### src/rtl/core/scag_pkg.sv
// shared types, constants and helpers of the strided copy address generator
// no dependencies; every other file of the block refers to this package by scoped names
package scag_pkg;

    localparam int MAX_DIMS    = 4;
    localparam int DIM_W       = 16;
    localparam int DIM_SEL_W   = 2;
    localparam int ADDR_W      = 32;
    localparam int LEN_W       = 5;
    localparam int CNT_W       = 3;
    localparam int CFG_ADDR_W  = 6;
    localparam int CFG_DATA_W  = 64;
    localparam int QUEUE_DEPTH = 4;
    localparam int Q_PTR_W     = $clog2(QUEUE_DEPTH);
    localparam int Q_CNT_W     = $clog2(QUEUE_DEPTH + 1);
    localparam int LEN_MAX     = 16;

    typedef enum logic [2:0] {
        REG_DIM_COUNT     = 3'd0,
        REG_DIM_SIZES     = 3'd1,
        REG_SRC_STRIDES   = 3'd2,
        REG_DST_STRIDES   = 3'd3,
        REG_SRC_BASE      = 3'd4,
        REG_DST_BASE      = 3'd5,
        REG_ELEMENT_BYTES = 3'd6
    } t_reg_idx;

    typedef struct packed {
        logic [CNT_W-1:0]      dim_count;
        logic [63:0]           dim_sizes;
        logic [63:0]           src_strides;
        logic [63:0]           dst_strides;
        logic [ADDR_W-1:0]     src_base;
        logic [ADDR_W-1:0]     dst_base;
        logic [LEN_W-1:0]      element_bytes;
    } t_cfg;

    // one element as classified by the front part
    typedef struct packed {
        logic [MAX_DIMS-1:0][DIM_W-1:0] idx;
        logic                           last;
    } t_cmd;

    function automatic logic [DIM_W-1:0] lane16(input logic [63:0] word_v,
                                                input logic [DIM_SEL_W-1:0] d);
        return word_v[d*DIM_W +: DIM_W];
    endfunction

    function automatic logic [LEN_W-1:0] clamp_len(input logic [LEN_W-1:0] eb);
        logic [LEN_W-1:0] v;
        if (eb == '0) begin
            v = LEN_W'(1);
        end else if (eb > LEN_W'(LEN_MAX)) begin
            v = LEN_W'(LEN_MAX);
        end else begin
            v = eb;
        end
        return v;
    endfunction

endpackage

### src/rtl/core/scag_regs.sv
// configuration register file with an apb-style write/read port
// depends on scag_pkg for the register indexes and the t_cfg struct
module scag_regs (
    input  logic                             i_clk,
    input  logic                             i_rst_n,
    input  logic                             psel,
    input  logic                             penable,
    input  logic                             pwrite,
    input  logic [scag_pkg::CFG_ADDR_W-1:0]  paddr,
    input  logic [scag_pkg::CFG_DATA_W-1:0]  pwdata,
    output logic [scag_pkg::CFG_DATA_W-1:0]  prdata,
    output logic                             pready,
    output scag_pkg::t_cfg                   o_cfg
);

    scag_pkg::t_cfg r_cfg;
    logic           w_wr;
    logic [2:0]     w_idx;

    assign pready = 1'b1;
    assign w_wr   = psel && penable && pwrite && pready;
    assign w_idx  = paddr[5:3];
    assign o_cfg  = r_cfg;

    always_ff @(posedge i_clk) begin
        if (!i_rst_n) begin
            r_cfg.dim_count     <= scag_pkg::CNT_W'(1);
            r_cfg.dim_sizes     <= 64'd1;
            r_cfg.src_strides   <= '0;
            r_cfg.dst_strides   <= '0;
            r_cfg.src_base      <= '0;
            r_cfg.dst_base      <= '0;
            r_cfg.element_bytes <= scag_pkg::LEN_W'(4);
        end else if (w_wr) begin
            case (w_idx)
                scag_pkg::REG_DIM_COUNT:     r_cfg.dim_count     <= pwdata[scag_pkg::CNT_W-1:0];
                scag_pkg::REG_DIM_SIZES:     r_cfg.dim_sizes     <= pwdata;
                scag_pkg::REG_SRC_STRIDES:   r_cfg.src_strides   <= pwdata;
                scag_pkg::REG_DST_STRIDES:   r_cfg.dst_strides   <= pwdata;
                scag_pkg::REG_SRC_BASE:      r_cfg.src_base      <= pwdata[scag_pkg::ADDR_W-1:0];
                scag_pkg::REG_DST_BASE:      r_cfg.dst_base      <= pwdata[scag_pkg::ADDR_W-1:0];
                scag_pkg::REG_ELEMENT_BYTES: r_cfg.element_bytes <= pwdata[scag_pkg::LEN_W-1:0];
                default: ;
            endcase
        end
    end

    always_comb begin
        case (w_idx)
            scag_pkg::REG_DIM_COUNT:     prdata = 64'(r_cfg.dim_count);
            scag_pkg::REG_DIM_SIZES:     prdata = r_cfg.dim_sizes;
            scag_pkg::REG_SRC_STRIDES:   prdata = r_cfg.src_strides;
            scag_pkg::REG_DST_STRIDES:   prdata = r_cfg.dst_strides;
            scag_pkg::REG_SRC_BASE:      prdata = 64'(r_cfg.src_base);
            scag_pkg::REG_DST_BASE:      prdata = 64'(r_cfg.dst_base);
            scag_pkg::REG_ELEMENT_BYTES: prdata = 64'(r_cfg.element_bytes);
            default:                     prdata = '0;
        endcase
    end

endmodule

### config.mk
export PLATFORM = sky130hd
export DESIGN_NAME = scag_regs
export DESIGN_NICKNAME = d
export VERILOG_FILES = /design/src/rtl/core/scag_pkg.sv /design/src/rtl/core/scag_regs.sv
export SDC_FILE = /design/constraint.sdc
export NUM_CORES = 1
export LEC_CHECK = 0
export ABC_AREA = 1
export BUFFER_PORTS_ARGS = -buffer_cell sky130_fd_sc_hd__buf_4
export CORE_MARGIN = 5
export CORE_UTILIZATION = 50
export CTS_BUF_LIST = sky130_fd_sc_hd__clkbuf_16
export CTS_CLUSTER_DIAMETER = 150
export DETAILED_ROUTE_END_ITERATION = 12
export GPL_TIMING_DRIVEN = 0
export PLACE_DENSITY_LB_ADDON = 0.1
export SLEW_MARGIN = 5
export SYNTH_ARGS = -nofsm -noshare
export SYNTH_HDL_FRONTEND = slang
export SYNTH_SLANG_ARGS = --single-unit
### constraint.sdc
create_clock -name i_clk -period 2 [get_ports i_clk]
set_clock_uncertainty 0.05 [all_clocks]
set_input_delay 0.1 -clock i_clk [delete_from_list [all_inputs] [get_ports i_clk]]
set_output_delay 0.1 -clock i_clk [all_outputs]
set_load 0.02 [all_outputs]
# == Word level (Yosys, flattened, before mapping) ==
# Cells that the tools add are included.
# totals
in_bits,75
regBits,264
wordCells,24
out_inout_bits,329
# op_classes
eq_ne,6
n_mux,1
reduce_logical,10
# op_table
op,n
$pmux W64 S7,1
$reduce_and A2 Y1,7
$eq A3 B3 Y1 const B,3
$eq A3 B2 Y1 const B,2
$eq A3 B1 Y1 const B,1
$logic_not A3 Y1,1
$logic_and A1 B1 Y1,2

# == Longest topological paths before layout ==
# logic_depth
word_depth,3
mapped_depth,9
ltp_nobuf,7

# == Worst setup path after synthesis ==
# OpenSTA, ideal clock, no wires.
# synth_timing
kind,input to output
start,in paddr[4] (netlist name)
end,out prdata[33] (netlist name)
path_stages,8
arrival_time_ns,1.243
path_slack_ns,0.607
t_required_ns,1.850
cell_sequence,buf_2 inv_2 nand2_1 nor2_2 buf_2 buf_2 nand2_1 nand3_1
# synth_via
elab_chain_cells,2
# synth_rtl
element,line,source
from (decl),scag_regs.sv:9,"input logic [scag_pkg::CFG_ADDR_W-1:0] paddr,"
$eq A3 B3 Y1 (tied with other cells),scag_regs.sv:49,case (w_idx)
$pmux W64 S7 *,scag_regs.sv:49,
to (decl),scag_regs.sv:11,"output logic [scag_pkg::CFG_DATA_W-1:0] prdata,"
# Every way passes the cells marked *; elsewhere a longest branch is shown, timed or not.

# == Worst setup path after layout ==
# layout_timing
start,in paddr[4] (netlist name)
end,out prdata[41] (netlist name)
# Same word-level chain as after synthesis.

==> impl_metrics.toml <==
[status]
status = "completed"

[routing]
vias = 15154
drt_pre_antenna_iters = 6
totalWireLength_um = 52800
drc = 0
detail_route_antenna_nets = 0
detail_route.wl_per_cell_um = 18.4
detail_route.vias_per_cell = 5.27
dr.first_iter.drc_count = 1430

[finish]
post_route_cells_drive_above_1_share_pct = 20.5
largest_reg_flops = 264
postLayoutCellArea_sq_mm = 0.0173
area_growth_from_synthesis_to_final_layout_pct = 39.3
final_core_util_pct = 70.9
finish.net_count = 2602

[floorplan]
die_y_um = 168
fp.dieW_um = 168
floorplan.initialDensity_pct = 50.9
die_area_sq_mm = 0.0281
placementRows = 57
num_io_pins = 404
core_sq_mm = 0.0244

[synthesis]
ys_ff_latch = 264
ys_types = 17
post_synth_most_frequent_cells = "sky130_fd_sc_hd__nand2_1, sky130_fd_sc_hd__nor2_1, sky130_fd_sc_hd__dfxtp_1"
synth-edff-count = 0
syn_area_per_cell_sq_um = 6.10
post-synth-top-area-cell = "sky130_fd_sc_hd__dfxtp_1"
yosysWarnings = 0
yosys.area.top_type_share_pct = 42.6
synthMostInstantiatedCell = "sky130_fd_sc_hd__nand2_1"
postSynthNetCount = 2111
dominantRegCellSynth = "sky130_fd_sc_hd__dfxtp_1"
async_flop_share_pct = 0
synthesis.instances = 2036
netlist_area_pre_place_sq_mm = 0.0124
synth.top_cells.by_area = "sky130_fd_sc_hd__dfxtp_1, sky130_fd_sc_hd__nand2_1, sky130_fd_sc_hd__nor2_1, sky130_fd_sc_hd__nand3_1, sky130_fd_sc_hd__inv_1"
synth-seq-area-share_pct = 42.6

[critical_path]
required_ps = 1850
worst_setup_path_start_kind = "primary input"
critPathKind = "primary input to output pin"
critPathCaptureType = "output pin"
timing.critical_path.arrival_ps = 1820
worstPathMaxFanout = 10

[sta]
fmax_mhz = 509
slew_viol_final = 0
final-setup-viol-count = 0
hold-worst-slack_ps = 32.5
maxSlewHeadroom_pct = 41.7
timing_worst_slew_pin_value_ps = 875
period_minus_slack_ps = 1970
finalHoldViolCount = 0
final_min_period_over_clock_period_pct = 98.3

[flow_run]
drv_cap = 0

[clock_network]
cts_root_buffer = "sky130_fd_sc_hd__clkbuf_16"
cts_num_sinks = 264
clock_insertion_delay_worst_skew_ps = 540
cts_inserted_buffers = 28
cts_tree = "done"
clockBufferDepth = 3
path_clk_slew_ps = 60
clock_tree.htree_level_count = 1

[global_route]
first_global_vias = 14211
grt_remaining_overflow = 0
grt_antenna_before_repair = 1
maximum_number_of_pins_on_one_net_before_global_route_repair = 14
grt_first_pass_wirelength_um = 80000
global_route.usage.total_pct = 35.6

[place]
finalWeightedCongestion = 0.952
buffer_ports.inserted = 396
dp.final_hpwl_um = 37700
placed_cell_area_sq_mm = 0.0158

[hold_path]
min-delay-path-class = "primary input to flip-flop"

[power]
power_per_cell_area_mw_per_mm2 = 662
leakage_uw = 0.00860
ir_drop_mv = 0.483
through the flow:
| stage | setup TNS (ps) | instances | power, uW | worst slack (ps) |
|---|---|---|---|---|
| 6_report | 0 | 2874 | 11500 | 34.0 |
| 5_1_grt | -12.6 | 2874 | 11800 | -7.10 |
| 4_1_cts | 0 | 2873 | 11400 | 5.89 |
| 3_5_place_dp | -5850 | 2756 | 6660 | -271 |
| 3_3_place_gp | -5850 | 2756 | 6640 | -262 |
| 2_1_floorplan | 0 | 2036 | 6140 | 607 |
area by class of cell:
cell class	count	area [sq um]
Sequential cell	264	5290
Tap cell	324	405
Inverter	127	477
Buffer	134	626
Antenna cell	1	2.50
Fill cell	2170	7090
Multi-Input combinational cell	1511	6060
Clock buffer	29	726
Timing Repair Buffer	461	3620
Clock inverter	23	97.6
per-layer routing:
metal	vias up	global-route usage [%]	wire length (um)
met4	0	16.1	2590
met3	169	8.04	5590
met2	849	62.0	25300
li1	7170	-	-
met1	6966	41.8	19300
met5	-	0	0
kinds of logic after synthesis:
group                  after synthesis  synth area share [%]
and+or+nand+nor                   1507                  48.6
DFF                                264                  42.6
buffers and inverters              261                  8.67
AOI/OAI and AO/OA                    3                 0.121
other                                1                0.0302
layout by cell type (no fill, tap or decap), types with 14 or more instances in the layout:
master,count
sky130_fd_sc_hd__buf_2,59
sky130_fd_sc_hd__clkbuf_16,29
sky130_fd_sc_hd__nand2_1,656
sky130_fd_sc_hd__buf_1,19
sky130_fd_sc_hd__clkbuf_1,37
sky130_fd_sc_hd__nand4_1,14
sky130_fd_sc_hd__inv_1,130
sky130_fd_sc_hd__dfxtp_1,264
sky130_fd_sc_hd__nand3_1,235
sky130_fd_sc_hd__buf_4,402
sky130_fd_sc_hd__dlygate4sd3_1,65
sky130_fd_sc_hd__nor2_1,593
critical path, stage by stage:
cell	delay (ps)
sky130_fd_sc_hd__buf_2	150
sky130_fd_sc_hd__inv_2	190
sky130_fd_sc_hd__nand2_1	100
sky130_fd_sc_hd__nor2_2	250
sky130_fd_sc_hd__clkbuf_4	330
sky130_fd_sc_hd__clkbuf_4	320
sky130_fd_sc_hd__nand2_1	80
sky130_fd_sc_hd__nand3_1	120
sky130_fd_sc_hd__buf_4	160
report_power, final:
group          leakage (uW)  total, uW  internal (uW)  switching, uW
Combinational       0.00603       1290            460            832
Sequential          0.00213       5390           5330           64.5
Clock              0.000432       4770           2600           2170
Total               0.00860      11500           8390           3070
final timing paths:
path / start / to / slack (ps) / cells past startpoint
setup / recovery: paddr[4] / prdata[41] / 30 / 9
hold / removal: i_rst_n / o_cfg[246] / 30 / 3
setup reg to reg: o_cfg[261] / o_cfg[261] / 770 / 3
hold reg to reg: o_cfg[164] / o_cfg[164] / 450 / 2
timing repair:
| action | in CTS | in global routing |
|---|---|---|
| setup endpoints to repair | 41 | 53 |
| hold endpoints to repair | 261 | 0 |
| pin swaps | 0 | 0 |
| hold buffers | 65 | 0 |
| gates cloned | 0 | 0 |
| resized for setup | 4 | 21 |
| setup buffers | 0 | 0 |
No activity file was read; power rests on OpenSTA's default activity.
