`src/rtl/core/scag_pkg.sv`:
```
// shared types, constants and helpers of the strided copy address generator
// no dependencies; every other file of the block refers to this package by scoped names
package scag_pkg;

    localparam int MAX_DIMS    = 4;
    localparam int DIM_W       = 16;
    localparam int DIM_SEL_W   = 2;
    localparam int ADDR_W      = 32;
    localparam int LEN_W       = 5;
    localparam int CNT_W       = 3;
    localparam int CFG_ADDR_W  = 6;
    localparam int CFG_DATA_W  = 64;
    localparam int QUEUE_DEPTH = 4;
    localparam int Q_PTR_W     = $clog2(QUEUE_DEPTH);
    localparam int Q_CNT_W     = $clog2(QUEUE_DEPTH + 1);
    localparam int LEN_MAX     = 16;

    typedef enum logic [2:0] {
        REG_DIM_COUNT     = 3'd0,
        REG_DIM_SIZES     = 3'd1,
        REG_SRC_STRIDES   = 3'd2,
        REG_DST_STRIDES   = 3'd3,
        REG_SRC_BASE      = 3'd4,
        REG_DST_BASE      = 3'd5,
        REG_ELEMENT_BYTES = 3'd6
    } t_reg_idx;

    typedef struct packed {
        logic [CNT_W-1:0]      dim_count;
        logic [63:0]           dim_sizes;
        logic [63:0]           src_strides;
        logic [63:0]           dst_strides;
        logic [ADDR_W-1:0]     src_base;
        logic [ADDR_W-1:0]     dst_base;
        logic [LEN_W-1:0]      element_bytes;
    } t_cfg;

    // one element as classified by the front part
    typedef struct packed {
        logic [MAX_DIMS-1:0][DIM_W-1:0] idx;
        logic                           last;
    } t_cmd;

    function automatic logic [DIM_W-1:0] lane16(input logic [63:0] word_v,
                                                input logic [DIM_SEL_W-1:0] d);
        return word_v[d*DIM_W +: DIM_W];
    endfunction

    function automatic logic [LEN_W-1:0] clamp_len(input logic [LEN_W-1:0] eb);
        logic [LEN_W-1:0] v;
        if (eb == '0) begin
            v = LEN_W'(1);
        end else if (eb > LEN_W'(LEN_MAX)) begin
            v = LEN_W'(LEN_MAX);
        end else begin
            v = eb;
        end
        return v;
    endfunction

endpackage

```
`src/rtl/core/scag_queue.sv`:
```
// short queue of classified elements between the front and back parts
// depends on scag_pkg for t_cmd and the queue depth
module scag_queue (
    input  logic           i_clk,
    input  logic           i_rst_n,
    input  logic           i_push,
    input  scag_pkg::t_cmd i_cmd,
    output logic           o_full,
    input  logic           i_pop,
    output logic           o_valid,
    output scag_pkg::t_cmd o_cmd
);

    scag_pkg::t_cmd                r_mem [scag_pkg::QUEUE_DEPTH];
    logic [scag_pkg::Q_PTR_W-1:0]  r_wr_ptr;
    logic [scag_pkg::Q_PTR_W-1:0]  r_rd_ptr;
    logic [scag_pkg::Q_CNT_W-1:0]  r_count;
    logic                          w_push;
    logic                          w_pop;

    assign o_full  = (r_count == scag_pkg::Q_CNT_W'(scag_pkg::QUEUE_DEPTH));
    assign o_valid = (r_count != '0);
    assign o_cmd   = r_mem[r_rd_ptr];
    assign w_push  = i_push && !o_full;
    assign w_pop   = i_pop && o_valid;

    always_ff @(posedge i_clk) begin
        if (w_push) begin
            r_mem[r_wr_ptr] <= i_cmd;
        end
    end

    always_ff @(posedge i_clk) begin
        if (!i_rst_n) begin
            r_wr_ptr <= '0;
            r_rd_ptr <= '0;
            r_count  <= '0;
        end else begin
            if (w_push) begin
                r_wr_ptr <= (r_wr_ptr == scag_pkg::Q_PTR_W'(scag_pkg::QUEUE_DEPTH - 1)) ?
                            '0 : r_wr_ptr + scag_pkg::Q_PTR_W'(1);
            end
            if (w_pop) begin
                r_rd_ptr <= (r_rd_ptr == scag_pkg::Q_PTR_W'(scag_pkg::QUEUE_DEPTH - 1)) ?
                            '0 : r_rd_ptr + scag_pkg::Q_PTR_W'(1);
            end
            if (w_push && !w_pop) begin
                r_count <= r_count + scag_pkg::Q_CNT_W'(1);
            end else if (w_pop && !w_push) begin
                r_count <= r_count - scag_pkg::Q_CNT_W'(1);
            end
        end
    end

`ifndef SYNTHESIS
    a_count_bound: assert property (@(posedge i_clk) disable iff (!i_rst_n)
        r_count <= scag_pkg::Q_CNT_W'(scag_pkg::QUEUE_DEPTH))
        else $error("queue count beyond depth");
    a_count_grow: assert property (@(posedge i_clk) disable iff (!i_rst_n)
        (w_push && !w_pop) |=> (r_count == $past(r_count) + scag_pkg::Q_CNT_W'(1)))
        else $error("queue count did not follow a push");
`endif

endmodule

```
`config.mk`:
```
export PLATFORM = sky130hd
export DESIGN_NAME = scag_queue
export DESIGN_NICKNAME = d
export VERILOG_FILES = /design/src/rtl/core/scag_pkg.sv /design/src/rtl/core/scag_queue.sv
export SDC_FILE = /design/constraint.sdc
export NUM_CORES = 1
export LEC_CHECK = 0
export BUFFER_PORTS_ARGS = -buffer_cell sky130_fd_sc_hd__buf_4
export CAP_MARGIN = 40
export CORE_MARGIN = 3
export CORE_UTILIZATION = 51
export DETAILED_ROUTE_END_ITERATION = 6
export PLACE_DENSITY = 0.73
export SYNTH_ARGS = -nofsm -noshare
export SYNTH_HDL_FRONTEND = slang
export SYNTH_SLANG_ARGS = --single-unit
```
`constraint.sdc`:
```
create_clock -name i_clk -period 2.7 [get_ports i_clk]
set_input_delay 0.54 -clock i_clk [delete_from_list [all_inputs] [get_ports i_clk]]
set_output_delay 0.54 -clock i_clk [all_outputs]
set_load 0.005 [all_outputs]
```
After elaboration in Yosys (flattened, before gate mapping) --
Memory sizes are Yosys's and may differ from the RTL's. A register that Yosys moved wholly into a read port is not among the register bits. Cells that the tools add are included.
Cells by class: add/subtract/negate cells 4, equality and inequality tests 3, mux-type cells 8, reduce and logical (&&, ||, !) cells 9
Operator list (number):
- two-way mux 2 bit | 4
- two-way mux 3 bit | 2
- adder 2 x 1 -> 2 bit, second input constant | 2
- == test 2 bit, second input constant | 2
- logical AND 1 bit | 4
- adder 3 x 1 -> 3 bit, second input constant | 1
- == test 3 bit, second input constant | 1
- logical NOT 1 bit | 3
- nonzero test 3 bit | 1
- subtractor 3 x 1 -> 3 bit, second input constant | 1
- two-way mux 1 bit | 2
- nonzero test 2 bit | 1
Storage, ports and cells: register bits after elaboration 7, RAM bits 260, input port bits 69, output and inout bits 67, word-level logic and storage cells 28, memories 1
Memories:
- r_mem | depth 4, bits a word 65, read ports 1, clocked after memory_dff 1, wr ports 1, line scag_queue.sv:14 | scag_pkg::t_cmd r_mem [scag_pkg::QUEUE_DEPTH];

Longest topological paths before layout --
depth after elaboration 7, mapped depth 9, gate-level depth less buffers 8

Least setup slack after synthesis --
No wires, ideal clock.
kind input -> register, from input port i_push, to memory r_mem[0][0] (netlist name), enable pin, arrival 2357 ps, setup slack -88 ps, stages 3, path through nor2b_1 buf_2 and2_1
On the way: word-level cells in the longest chain between the ends 3
RTL lines:
- start, declared | line scag_queue.sv:6 | input logic i_push,
- logical AND 1 bit | line scag_queue.sv:24 | assign w_push = i_push && !o_full;
- net w_push | line scag_queue.sv:18 | logic w_push;
- two-way mux 1 bit | line scag_queue.sv:28 | if (w_push) begin
- two-way mux 1 bit (not written as such) | line scag_queue.sv:29 | r_mem[r_wr_ptr] <= i_cmd;
- end, declared | line scag_queue.sv:14
The timed path passes the listed nets, and every way through them passes these cells.

==> qor_table.md <==
| Item | Value |
| --- | --- |
| Run status | completed |
| Endpoint type of the worst setup path | output pin |
| IR drop worst, VDD | 740 uV |
| Post-synth top area share | 78.9% |
| Number of top-level design ports | 136 |
| Effective utilization at floorplan | 52.4% |
| Classification of the worst setup path | flop to output pin |
| Die Height | 145 um |
| Wirelength per Cell | 20.9 um |
| Quantity of hold-fixing buffers added after cts | 0 |
| Static power due to leakage | 4.11 nW |
| Cell count after placement | 782 |
| Mapped Avg Cell Area | 25.4 um^2 |
| CP Cell Sequence | buf_12, mux4_2, buf_4 |
| Depth of the critical timing path with buffers and inverters included | 3 |
| Critical path peak fanout | 35 |
| Number of buffers created by CTS | 27 |
| Total detailed-routing wirelength | 17.4 mm |
| Shortest clock period the worst path allows after layout | 2450 ps |
| Worst hold path stage count | 1 |
| Setup-failing EPs final | 0 |
| Number of cells traversed by the worst register-to-register path | 7 |
| X dimension of the die | 145 um |
| Setup Total Neg Slack | 0 ps |
| Number of instances in the synthesized netlist | 390 |
| Syn_nets | 466 |
| Arrival time reported for the critical path endpoint | 1910 ps |
| Number of distinct library cells after synthesis | 24 |
| Clock-pin transition on the worst setup and hold timing paths | 60 ps |
| Cell type with the highest aggregate area in the netlist | sky130_fd_sc_hd__edfxtp_1 |
| Final antenna diode count | 0 |
| Antenna violations before repair | 1 |
| Sum of net half-perimeters after detailed placement | 10.7 mm |
| Combined buffer and inverter count along the critical path | 2 |
| Count of input and output buffers | 135 |
| Antenna viol nets, final | 0 |
| Final Hold Violating Endpoints | 0 |
| Biggest area contributors in the synthesized netlist | sky130_fd_sc_hd__edfxtp_1 (79%), sky130_fd_sc_hd__mux4_2 (15%), sky130_fd_sc_hd__dfxtp_1 (1.8%), sky130_fd_sc_hd__buf_12 (1.0%), sky130_fd_sc_hd__ha_1 (0.76%) |
| Count of cells resized by post-cts repair | 0 |
| Sequential area share after synthesis | 80.7% |
| Final count of pins violating max slew | 0 |
| Grt total ovfl | 0 |
| Cell family with most CP delay | multiplexers |
| Highest Clock Rate | 407 MHz |
| Post-CTS setup repair buffer count | 0 |
| Clock tree from TritonCTS | done |
| Last weighted congestion value of the routability-driven placer | 0.694 |
| Placement-stage worst setup slack | 395 ps |
| FP Rows | 50 |
| GRT Max-Usage Layer | met2 |
| Placeable core region | 18900 um^2 |
| Max Root-Sink Buffers | 3 |
| Delay of the slowest cell on the worst path | 560 ps |
| Met2 usage | 28.0% |
| Worst slew slack as a fraction of its limit | 63.2% |
| Share of final-layout standard cells stronger than drive strength 1 | 45.1% |
| Total clock sinks | 269 |
| Flip-flop and latch count after synthesis | 269 |
| Met1 demand-to-capacity share in global routing | 22.4% |
| Count of warnings emitted by yosys | 0 |
| Mapped cell area | 9900 um^2 |
| Cell at the root of the clock tree | sky130_fd_sc_hd__clkbuf_16 |
| Maximum number of pins on one net before global-route repair | 36 |
| Wire length of the first global-routing pass | 28.1 mm |
| Final Instance Count excl. Fillers | 832 |
| Smallest setup slack after layout | 245 ps |
| Category of the worst setup path launch point | flop |
| Vias in the first global route | 4996 |
| Library cell contributing the largest single delay on the critical path | sky130_fd_sc_hd__mux4_2 |
| Setup repair after global routing missed its margin | false |
| Post-DR vias/cell | 5.41 |
| DRT iter0 DRCs | 299 |
| Die Outline Area | 21100 um^2 |
| Clock Skews | 14.8 ps |
| Tot GR Track Use | 16.9% |
| Via count | 4500 |
| Number of nets at the end of the flow | 627 |
| Transition time at the pin with the least slew margin | 547 ps |
| Top library cells by usage in the layout, fill and taps aside | sky130_fd_sc_hd__edfxtp_1 (260), sky130_fd_sc_hd__buf_4 (137), sky130_fd_sc_hd__mux4_2 (65) |
| Area grow syn2layout | 22.9% |
| Power Density | 926 nW/um^2 |
| Drt drc | 0 |
| Required time reported for the critical path endpoint | 2160 ps |
| First drt pass iteration count | 4 |
| Hold Path Class | input pin to flop |
| Max-cap viol count | 0 |
| Fin crit share | 90.9% |
| Most common cell after layout, fill and taps aside | sky130_fd_sc_hd__edfxtp_1 |
| Clock latency on the worst-skew pair | 530 ps |
| Number of levels in the clock H-tree | 1 |
| Met3 Resource Use GR | 4.05% |
routing by layer:
layer  share of wire [%]  wire length [um]
met4                 2.9               504
met1                  41              7150
met5                0.11                19
met3                 6.2              1090
met2                  50              8660
per-stage QoR:
step                      cell area [um^2]  power [W]  hold slack [ps]  util, %
after global placement               11300    0.00787              474     60.0
after floorplan                       9910    0.00677              468        -
after detailed placement             11300    0.00794              509     60.0
final                                12200     0.0113              211     64.4
after global routing                 12200     0.0118              188     64.4
after CTS                            12200     0.0114              185     64.4
power by group:
group | leakage, nW | total, W | internal (W) | switching [W]
logic | 1.24 | 0.00257 | 0.00146 | 0.00110
clock network | 0.416 | 0.00347 | 0.00203 | 0.00145
registers | 2.46 | 0.00522 | 0.00509 | 0.000135
sequential cells by signal, summed over array words and instances, names as in the netlist, named ones only:
name	flops
r_wr_ptr	2
r_rd_ptr	2
r_count	3
r_mem	260
cells in the mapped netlist:
| cell | count |
|---|---|
| sky130_fd_sc_hd__buf_12 | 5 |
| sky130_fd_sc_hd__xnor2_1 | 1 |
| sky130_fd_sc_hd__o21ai_0 | 3 |
| sky130_fd_sc_hd__clkbuf_1 | 2 |
| sky130_fd_sc_hd__ha_1 | 6 |
| sky130_fd_sc_hd__buf_2 | 7 |
| sky130_fd_sc_hd__buf_6 | 1 |
| sky130_fd_sc_hd__or3_1 | 2 |
| sky130_fd_sc_hd__mux4_2 | 65 |
| sky130_fd_sc_hd__edfxtp_1 | 260 |
| sky130_fd_sc_hd__fa_1 | 1 |
| sky130_fd_sc_hd__nor2_1 | 2 |
| sky130_fd_sc_hd__nor2b_1 | 2 |
| sky130_fd_sc_hd__inv_1 | 3 |
| sky130_fd_sc_hd__buf_4 | 1 |
| sky130_fd_sc_hd__and2_1 | 5 |
| sky130_fd_sc_hd__nand3_1 | 2 |
| sky130_fd_sc_hd__xor2_1 | 1 |
| sky130_fd_sc_hd__mux2i_1 | 3 |
| sky130_fd_sc_hd__a21boi_0 | 1 |
| sky130_fd_sc_hd__dfxtp_1 | 9 |
| sky130_fd_sc_hd__o31ai_1 | 1 |
| sky130_fd_sc_hd__nand2_1 | 6 |
| sky130_fd_sc_hd__nor3b_1 | 1 |
area by class of cell:
type                       count  area [um^2]
multi-input combinational    102         1750
inverter                       3         11.3
clock buffer                  33          698
sequential                   269         8000
timing repair buffer         148         1250
clock inverter                17          136
fill                        1301         6730
tap                          260          325
worst paths after layout:
path	from	endpoint	slack [ps]
worst max-delay path	flop	o_cmd[26]	250
worst min-delay path	i_cmd[10]	r_mem[3][10]$_DFFE_PP_	210
worst max register to register	r_count[0]$_SDFFE_PN0P_	r_count[2]$_SDFFE_PN0P_	390
worst min register to register	r_rd_ptr[1]$_SDFFE_PN0P_	flop	520
cell families (layout without fill, tap and decap cells):
group | count (synthesis) | in the layout | share of synthesized area [%]
flip-flops | 269 | 269 | 80.7
multiplexers | 68 | 68 | 15.1
AND/OR/NAND/NOR | 20 | 20 | 1.05
buffers and inverters | 19 | 201 | 1.74
adder cells (fa/ha/maj) | 7 | 7 | 0.960
AO/OA/AOI/OAI | 5 | 5 | 0.303
XOR/XNOR | 2 | 2 | 0.177
No activity file was read; power rests on OpenSTA's default activity.
