File: src/rtl/core/scag_pkg.sv
// shared types, constants and helpers of the strided copy address generator
// no dependencies; every other file of the block refers to this package by scoped names
package scag_pkg;

    localparam int MAX_DIMS    = 4;
    localparam int DIM_W       = 16;
    localparam int DIM_SEL_W   = 2;
    localparam int ADDR_W      = 32;
    localparam int LEN_W       = 5;
    localparam int CNT_W       = 3;
    localparam int CFG_ADDR_W  = 6;
    localparam int CFG_DATA_W  = 64;
    localparam int QUEUE_DEPTH = 4;
    localparam int Q_PTR_W     = $clog2(QUEUE_DEPTH);
    localparam int Q_CNT_W     = $clog2(QUEUE_DEPTH + 1);
    localparam int LEN_MAX     = 16;

    typedef enum logic [2:0] {
        REG_DIM_COUNT     = 3'd0,
        REG_DIM_SIZES     = 3'd1,
        REG_SRC_STRIDES   = 3'd2,
        REG_DST_STRIDES   = 3'd3,
        REG_SRC_BASE      = 3'd4,
        REG_DST_BASE      = 3'd5,
        REG_ELEMENT_BYTES = 3'd6
    } t_reg_idx;

    typedef struct packed {
        logic [CNT_W-1:0]      dim_count;
        logic [63:0]           dim_sizes;
        logic [63:0]           src_strides;
        logic [63:0]           dst_strides;
        logic [ADDR_W-1:0]     src_base;
        logic [ADDR_W-1:0]     dst_base;
        logic [LEN_W-1:0]      element_bytes;
    } t_cfg;

    // one element as classified by the front part
    typedef struct packed {
        logic [MAX_DIMS-1:0][DIM_W-1:0] idx;
        logic                           last;
    } t_cmd;

    function automatic logic [DIM_W-1:0] lane16(input logic [63:0] word_v,
                                                input logic [DIM_SEL_W-1:0] d);
        return word_v[d*DIM_W +: DIM_W];
    endfunction

    function automatic logic [LEN_W-1:0] clamp_len(input logic [LEN_W-1:0] eb);
        logic [LEN_W-1:0] v;
        if (eb == '0) begin
            v = LEN_W'(1);
        end else if (eb > LEN_W'(LEN_MAX)) begin
            v = LEN_W'(LEN_MAX);
        end else begin
            v = eb;
        end
        return v;
    endfunction

endpackage

File: src/rtl/core/scag_front.sv
// front part: accepts transactions, keeps the per-dimension index counters
// and emits one classified element (masked indices plus last flag); uses scag_pkg
module scag_front (
    input  logic           i_clk,
    input  logic           i_rst_n,
    input  scag_pkg::t_cfg i_cfg,
    input  logic           i_valid,
    input  logic           i_restart,
    output logic           o_stall,
    input  logic           i_full,
    output logic           o_push,
    output scag_pkg::t_cmd o_cmd
);

    logic [scag_pkg::DIM_W-1:0] r_idx [scag_pkg::MAX_DIMS];
    logic [scag_pkg::DIM_W-1:0] n_idx [scag_pkg::MAX_DIMS];
    logic [scag_pkg::DIM_W-1:0] w_cur [scag_pkg::MAX_DIMS];
    logic [scag_pkg::CNT_W-1:0] w_n;
    logic                       w_carry;
    logic                       w_accept;

    assign o_stall  = i_full;
    assign w_accept = i_valid && !i_full;
    assign o_push   = w_accept;

    // counts above the supported number of dimensions saturate
    assign w_n = (i_cfg.dim_count > scag_pkg::CNT_W'(scag_pkg::MAX_DIMS)) ?
                 scag_pkg::CNT_W'(scag_pkg::MAX_DIMS) : i_cfg.dim_count;

    // last active dimension counts first, carry ripples toward dimension 0
    always_comb begin
        logic [scag_pkg::DIM_W:0]   v_inc;
        logic [scag_pkg::DIM_W-1:0] v_ext;
        w_carry = 1'b1;
        v_inc   = '0;
        v_ext   = '0;
        for (int d = scag_pkg::MAX_DIMS - 1; d >= 0; d--) begin
            w_cur[d]     = i_restart ? '0 : r_idx[d];
            o_cmd.idx[d] = (scag_pkg::CNT_W'(d) < w_n) ? w_cur[d] : '0;
            n_idx[d]     = w_cur[d];
            if ((scag_pkg::CNT_W'(d) < w_n) && w_carry) begin
                v_ext = scag_pkg::lane16(i_cfg.dim_sizes, scag_pkg::DIM_SEL_W'(d));
                if (v_ext == '0) begin
                    v_ext = scag_pkg::DIM_W'(1);
                end
                v_inc = {1'b0, w_cur[d]} + (scag_pkg::DIM_W+1)'(1);
                if (v_inc < {1'b0, v_ext}) begin
                    n_idx[d] = v_inc[scag_pkg::DIM_W-1:0];
                    w_carry  = 1'b0;
                end else begin
                    n_idx[d] = '0;
                end
            end
        end
        // carry out of dimension 0 ends the copy, every index restarts
        if (w_carry) begin
            for (int d = 0; d < scag_pkg::MAX_DIMS; d++) begin
                n_idx[d] = '0;
            end
        end
        o_cmd.last = w_carry;
    end

    always_ff @(posedge i_clk) begin
        if (!i_rst_n) begin
            for (int d = 0; d < scag_pkg::MAX_DIMS; d++) begin
                r_idx[d] <= '0;
            end
        end else if (w_accept) begin
            for (int d = 0; d < scag_pkg::MAX_DIMS; d++) begin
                r_idx[d] <= n_idx[d];
            end
        end
    end

`ifndef SYNTHESIS
    a_last_clears: assert property (@(posedge i_clk) disable iff (!i_rst_n)
        (w_accept && o_cmd.last) |=> (r_idx[0] == '0) && (r_idx[1] == '0) &&
                                     (r_idx[2] == '0) && (r_idx[3] == '0))
        else $error("indices not cleared after last element");
`endif

endmodule

File: config.mk
export PLATFORM = sky130hd
export DESIGN_NAME = scag_front
export DESIGN_NICKNAME = d
export VERILOG_FILES = /design/src/rtl/core/scag_pkg.sv /design/src/rtl/core/scag_front.sv
export SDC_FILE = /design/constraint.sdc
export NUM_CORES = 1
export LEC_CHECK = 0
export BUFFER_PORTS_ARGS = -buffer_cell sky130_fd_sc_hd__buf_2
export CAP_MARGIN = 20
export CORE_MARGIN = 4
export CORE_UTILIZATION = 40
export DETAILED_ROUTE_END_ITERATION = 8
export PLACE_DENSITY = 0.74
export SETUP_SLACK_MARGIN = 0.5
export SLEW_MARGIN = 20
export SYNTH_ARGS = -nofsm -noshare
export SYNTH_HDL_FRONTEND = slang
export SYNTH_SLANG_ARGS = --single-unit
File: constraint.sdc
create_clock -name i_clk -period 5.35 [get_ports i_clk]
set_clock_uncertainty 0.15 [all_clocks]
set_input_delay 0.8025 -clock i_clk [delete_from_list [all_inputs] [get_ports i_clk]]
set_output_delay 0.8025 -clock i_clk [all_outputs]
set_load 0.05 [all_outputs]
==> Word level (Yosys, flattened, before mapping) <==
Memories as Yosys holds them, arrays and structs flattened.
Index checks and enable logic that the tools add are counted.
{ "totals": {"ff_bits": 0, "ramBits": 64, "output_inout_bits": 67, "elab_cells": 69, "memories": 1} }
{ "classes": {"addsub": 4, "magnitude_cmp": 9, "mux": 42, "bitwise_logic": 4, "reduce_logical": 9} }
{ "memory_table": {"columns": ["memory", "words", "width", "read_ports", "rd_ports_with_merged_regs", "wr", "line_no", "text"], "rows": [
  ["r_idx", 4, 16, 4, 0, 4, "scag_front.sv:15", "logic [scag_pkg::DIM_W-1:0] r_idx [scag_pkg::MAX_DIMS];"]
]} }
{ "op_table": {"columns": ["op", "n"], "rows": [
  ["two-way mux 16 bit", 28],
  ["adder 16 x 1 -> 17 bit, second input constant", 4],
  ["less-than comparator 17 x 16 -> 1 bit", 4],
  ["logical NOT 16 bit", 4],
  ["two-way mux 64 bit", 1],
  ["two-way mux 1 bit", 12],
  ["less-than comparator 1 x 3 -> 1 bit, first input constant", 2],
  ["less-than comparator 2 x 3 -> 1 bit, first input constant", 2],
  ["logical AND 1 bit", 4],
  ["OR 1 bit", 4],
  ["> comparator 3 bit, second input constant", 1],
  ["two-way mux 3 bit", 1],
  ["logical NOT 1 bit", 1]
]} }

==> Longest topological paths before layout <==
{ "logic_depth": {"ltp_word": 24, "mapped_depth": 24, "ltp_nobuf": 19} }

==> Worst setup path before layout <==
No wires, ideal clock.
{ "synth_path": {"path_kind": "input to output", "from": "input i_restart", "to": "output o_cmd[0] in the netlist's numbering", "t_arrival_ns": 4.557, "slack_ns": -0.159, "stages": 20, "path_buffers": 5, "cell_sequence": "buf_6 > clkbuf_2 > clkbuf_1 > buf_1 > nor2b_1 > ha_1 > nand3_1 > or3_1 > nor3_2 > xnor2_1 > nor2_1 > ha_1 > a21o_1 > a211oi_1 > a21oi_1 > a211o_1 > or3_1 > o21ai_1 > nor2_1 > buf_4"} }
{ "synth_between": {"elab_chain_cells": 11, "elab_cells_between_ends": 23} }
{ "synth_rtl": {"columns": ["item", "line_no", "text"], "rows": [
  ["start, declared", "scag_front.sv:8", "input logic i_restart,"],
  ["two-way mux 16 bit", "scag_front.sv:38", "w_cur[d] = i_restart ? '0 : r_idx[d];"],
  ["adder 16 x 1 -> 17 bit", "scag_front.sv:46", "v_inc = {1'b0, w_cur[d]} + (scag_pkg::DIM_W+1)'(1);"],
  ["less-than comparator 17 x 16 -> 1 bit", "scag_front.sv:47", "if (v_inc < {1'b0, v_ext}) begin"],
  ["two-way mux 1 bit", "scag_front.sv:47", null],
  ["two-way mux 1 bit", "scag_front.sv:41", "if ((scag_pkg::CNT_W'(d) < w_n) && w_carry) begin"],
  ["two-way mux 1 bit / logical AND 1 bit (equally long branches)", "scag_front.sv:47, scag_front.sv:41", null],
  ["two-way mux 1 bit", "scag_front.sv:41", null],
  ["two-way mux 1 bit / logical AND 1 bit (equally long branches)", "scag_front.sv:47, scag_front.sv:41", null],
  ["two-way mux 1 bit", "scag_front.sv:41", null],
  ["two-way mux 1 bit / logical AND 1 bit (equally long branches)", "scag_front.sv:47, scag_front.sv:41", null],
  ["two-way mux 1 bit *", "scag_front.sv:41", null],
  ["end, declared", "scag_front.sv:12", "output scag_pkg::t_cmd o_cmd"]
]} }
Every way passes the cells marked *; elsewhere a longest branch is shown, timed or not.

==> summary.md <==
| Metric | Value |
|---|---|
| CP Class | `primary input to output pin` |
| Post-synth EDFFs | `64` |
| Hold Path Class | `register to register` |
| Starting Density | `41.3%` |
| Final Core Density | `52.5%` |
| Final net count | `1392` |
| Die Y | `140 um` |
| Grt total ovfl | `0` |
| Relative slew slack | `32.4%` |
| Fin crit share | `92.8%` |
| Mapped Nets | `1215` |
| Worst-Skew Late Latency | `0.35 ns` |
| Worst VDD drop | `0.135 mV` |
| I/O Pins | `336` |
| Die span in x | `140 um` |
| Router iterations before antenna repair | `5` |
| Layout area overhead | `27.2%` |
| Logic gate share of total power | `27.6%` |
| Internal power | `1060 uW` |
| PwrDens | `185 nW/um^2` |
| Placed cells | `1248` |
| Layout fillers | `1591` |
| CP startpoint kind | `primary input` |
| Crit-path max FO | `5` |
| Multi-input gate area | `4710 um^2` |
| Setup-failing EPs final | `0` |
| Max-cap violations | `0` |
| Sequential power share | `37.7%` |
| Tot GR Track Use | `21.6%` |
| Syn_area_per_cell | `7.85 um^2` |
| Synth cell types | `58` |
| Post-synthesis cell count | `882` |
| Net Sw Power | `577 uW` |
| Vias | `7207` |
| Largest reg by FF count | `r_idx` |
| Clk pin slew, worst setup/hold paths | `0.06 ns` |
| Port Buffers | `138` |
| Area of the core | `16800 um^2` |
| Post-CTS Hold Buffers | `0` |
| Req. time, crit path | `4.40 ns` |
| Vias in the first global route | `6870` |
| DRT Wirelength | `21.4 mm` |
| Remaining antenna violation count | `0` |
| Largest net degree at the start of global routing | `34` |
| Main synth FF type | `edfxtp_1` |
| Sw frac | `35.3%` |
| Largest cells by area after synthesis | `edfxtp_1 (28%), ha_1 (12%), nor2_1 (6.3%)` |
| P_leak | `0.00392 uW` |
| RSZ-0062 raised after global routing | `yes` |
| Max Fclk | `201 MHz` |
| Die Area | `19500 um^2` |
| Register area share after synthesis | `27.8%` |
| Diode count | `0` |
| First-pass GRT wire length | `34.5 mm` |
| CTS tree | `built` |
| Top cell type's share of synthesized area | `27.8%` |
| Area leader, netlist | `edfxtp_1` |
| H-tree levels | `3` |
| CTS Root Cell | `clkbuf_16` |
| GPL Wtd Cong | `0.894` |
| Post-layout min period | `4.97 ns` |
| Post-detail-place hpwl | `15.8 mm` |
| Row cnt | `47` |
| Via/cell ratio | `5.61` |
| Tightest Pin Transition | `1.01 ns` |
| #FFs+latches synth | `64` |
| Outcome | `finished clean` |
| Hold path depth | `2` |
| Async set-reset flop share out of synthesis | `0%` |
| DRC errors left | `0` |
| Share of cells above drive strength 1 | `27.0%` |
| Wire per inst | `16.7 um` |
| Synth warn | `0` |
| Largest register FFs | `64` |
| CTS buffer count | `9` |
| Biggest regs | `r_idx (64)` |
| Final hold vios | `0` |
| Layout Cells excl Fill | `1284` |
| Arrival @ worst endpoint | `4.01 ns` |
| Mapped cell area | `6920 um^2` |
| Register area | `1920 um^2` |
| Clock Sinks | `64` |
| Clock tree buffer depth | `2` |
| Final slew viol count | `0` |
| Antenna violations before repair | `0` |
| Starting DRC count in detailed routing | `676` |
| R2R depth | `17` |
| Clk pwr share | `34.7%` |
| CP endpoint kind | `output pin` |
-- worst max-delay path, cell delays in order --
cell and delay, ns:
buf_12 0.12, buf_12 0.13, nor2b_4 0.13, ha_4 0.16
nand3_4 0.08, or3_4 0.43, nor3_4 0.17, xnor2_1 0.15
nor2_2 0.08, ha_1 0.29, a21o_1 0.19, a211oi_2 0.23
a21oi_2 0.08, a211o_1 0.27, or3_4 0.41, o21ai_4 0.09
nor2_4 0.05, buf_6 0.15
-- Yosys cell counts (9+ instances only) --
master	instances
a21oi_1	61
a211oi_1	12
a21o_1	13
and3_1	14
nor4_1	16
nor2_1	116
buf_2	14
clkbuf_1	16
edfxtp_1	64
nand4_1	33
nand3_1	44
a22oi_1	14
nor3_1	15
o211ai_1	9
xnor2_1	31
nor2b_1	30
inv_1	72
o21ai_0	24
ha_1	64
and2_1	31
a31oi_1	12
xor2_1	19
nand2_1	62
-- path summary, 6_finish.rpt --
path	slack, ns	start	endpoint
worst max register to register	1.01	r_idx[1][1]$_SDFFCE_PP0P_	r_idx[0][6]$_SDFFCE_PP0P_
worst max-delay path	0.38	i_restart	o_cmd[0]
worst min register to register	0.54	r_idx[3][10]$_SDFFCE_PP0P_	r_idx[3][10]$_SDFFCE_PP0P_
worst min-delay path	0.54	r_idx[3][10]$_SDFFCE_PP0P_	r_idx[3][10]$_SDFFCE_PP0P_
-- stage by stage --
stage / setup slack (ns) / power, uW / hold slack [ns] / area [um^2] / TNS [ns]
after floorplan: 0.287 / 912 / 0.444 / 7060 / 0
after global placement: 0.00669 / 1050 / 0.509 / 8220 / 0
after detailed placement: -0.00763 / 1050 / 0.515 / 8220 / -0.00763
after CTS: 0.306 / 1630 / 0.531 / 8630 / 0
after global routing: 0.247 / 1710 / 0.584 / 8810 / 0
final: 0.383 / 1630 / 0.538 / 8810 / 0
-- per-layer routing --
| metal | GRT usage [%] | up-vias | part of all wire (%) |
|---|---|---|---|
| li1 | - | 3532 | - |
| met1 | 29.4 | 3312 | 44 |
| met2 | 34.1 | 318 | 45 |
| met3 | 4.67 | 45 | 7.8 |
| met4 | 7.29 | 0 | 3.0 |
| met5 | 0 | - | 0 |
-- cell type report --
cell class,instances,share of cell area (%)
Inverter,74,3.24
Clock buffer,9,2.56
Tap cell,220,3.13
Clock inverter,7,0.540
Multi-Input combinational cell,698,53.5
Sequential cell,64,21.8
Timing Repair Buffer,212,15.2
-- power groups by stage --
| stage | clock network [uW] | registers [uW] | logic [uW] |
|---|---|---|---|
| after floorplan | 0 | 614 | 297 |
| after global placement | 0 | 622 | 423 |
| after detailed placement | 0 | 623 | 430 |
| after CTS | 572 | 613 | 441 |
| after global routing | 595 | 620 | 494 |
| final | 567 | 616 | 450 |
-- cells in the final DEF, fill, tap and decap left out, drive strengths merged, types with 12 or more instances in the layout --
cell type and count:
nand3 44, xor2 19, xnor2 31, nand2 62, nor2b 30, o21ai 25
nor2 118, and3 14, edfxtp 64, and2 31, nand4 33, a31oi 12
nor4 17, buf 212, ha 64, a211oi 12, a22oi 14, a21oi 63
a21o 13, inv 75, nor3 17
-- logic make-up after synthesis --
| logic type | after synthesis | synth area share, % |
|---|---|---|
| fa+ha+maj | 64 | 11.6 |
| mux | 1 | 0.145 |
| xor+xnor | 50 | 6.33 |
| buf+inv | 120 | 7.55 |
| flops | 64 | 27.8 |
| simple gates | 409 | 30.5 |
| compound gates | 174 | 16.1 |
-- what timing repair did --
| item | CTS | global route |
|---|---|---|
| buffers inserted | 12 | 8 |
| endpoints found under the setup margin | 13 | 35 |
| resized for setup | 16 | 31 |
| pin swaps | 12 | 22 |
No activity file was read; power rests on OpenSTA's default activity.
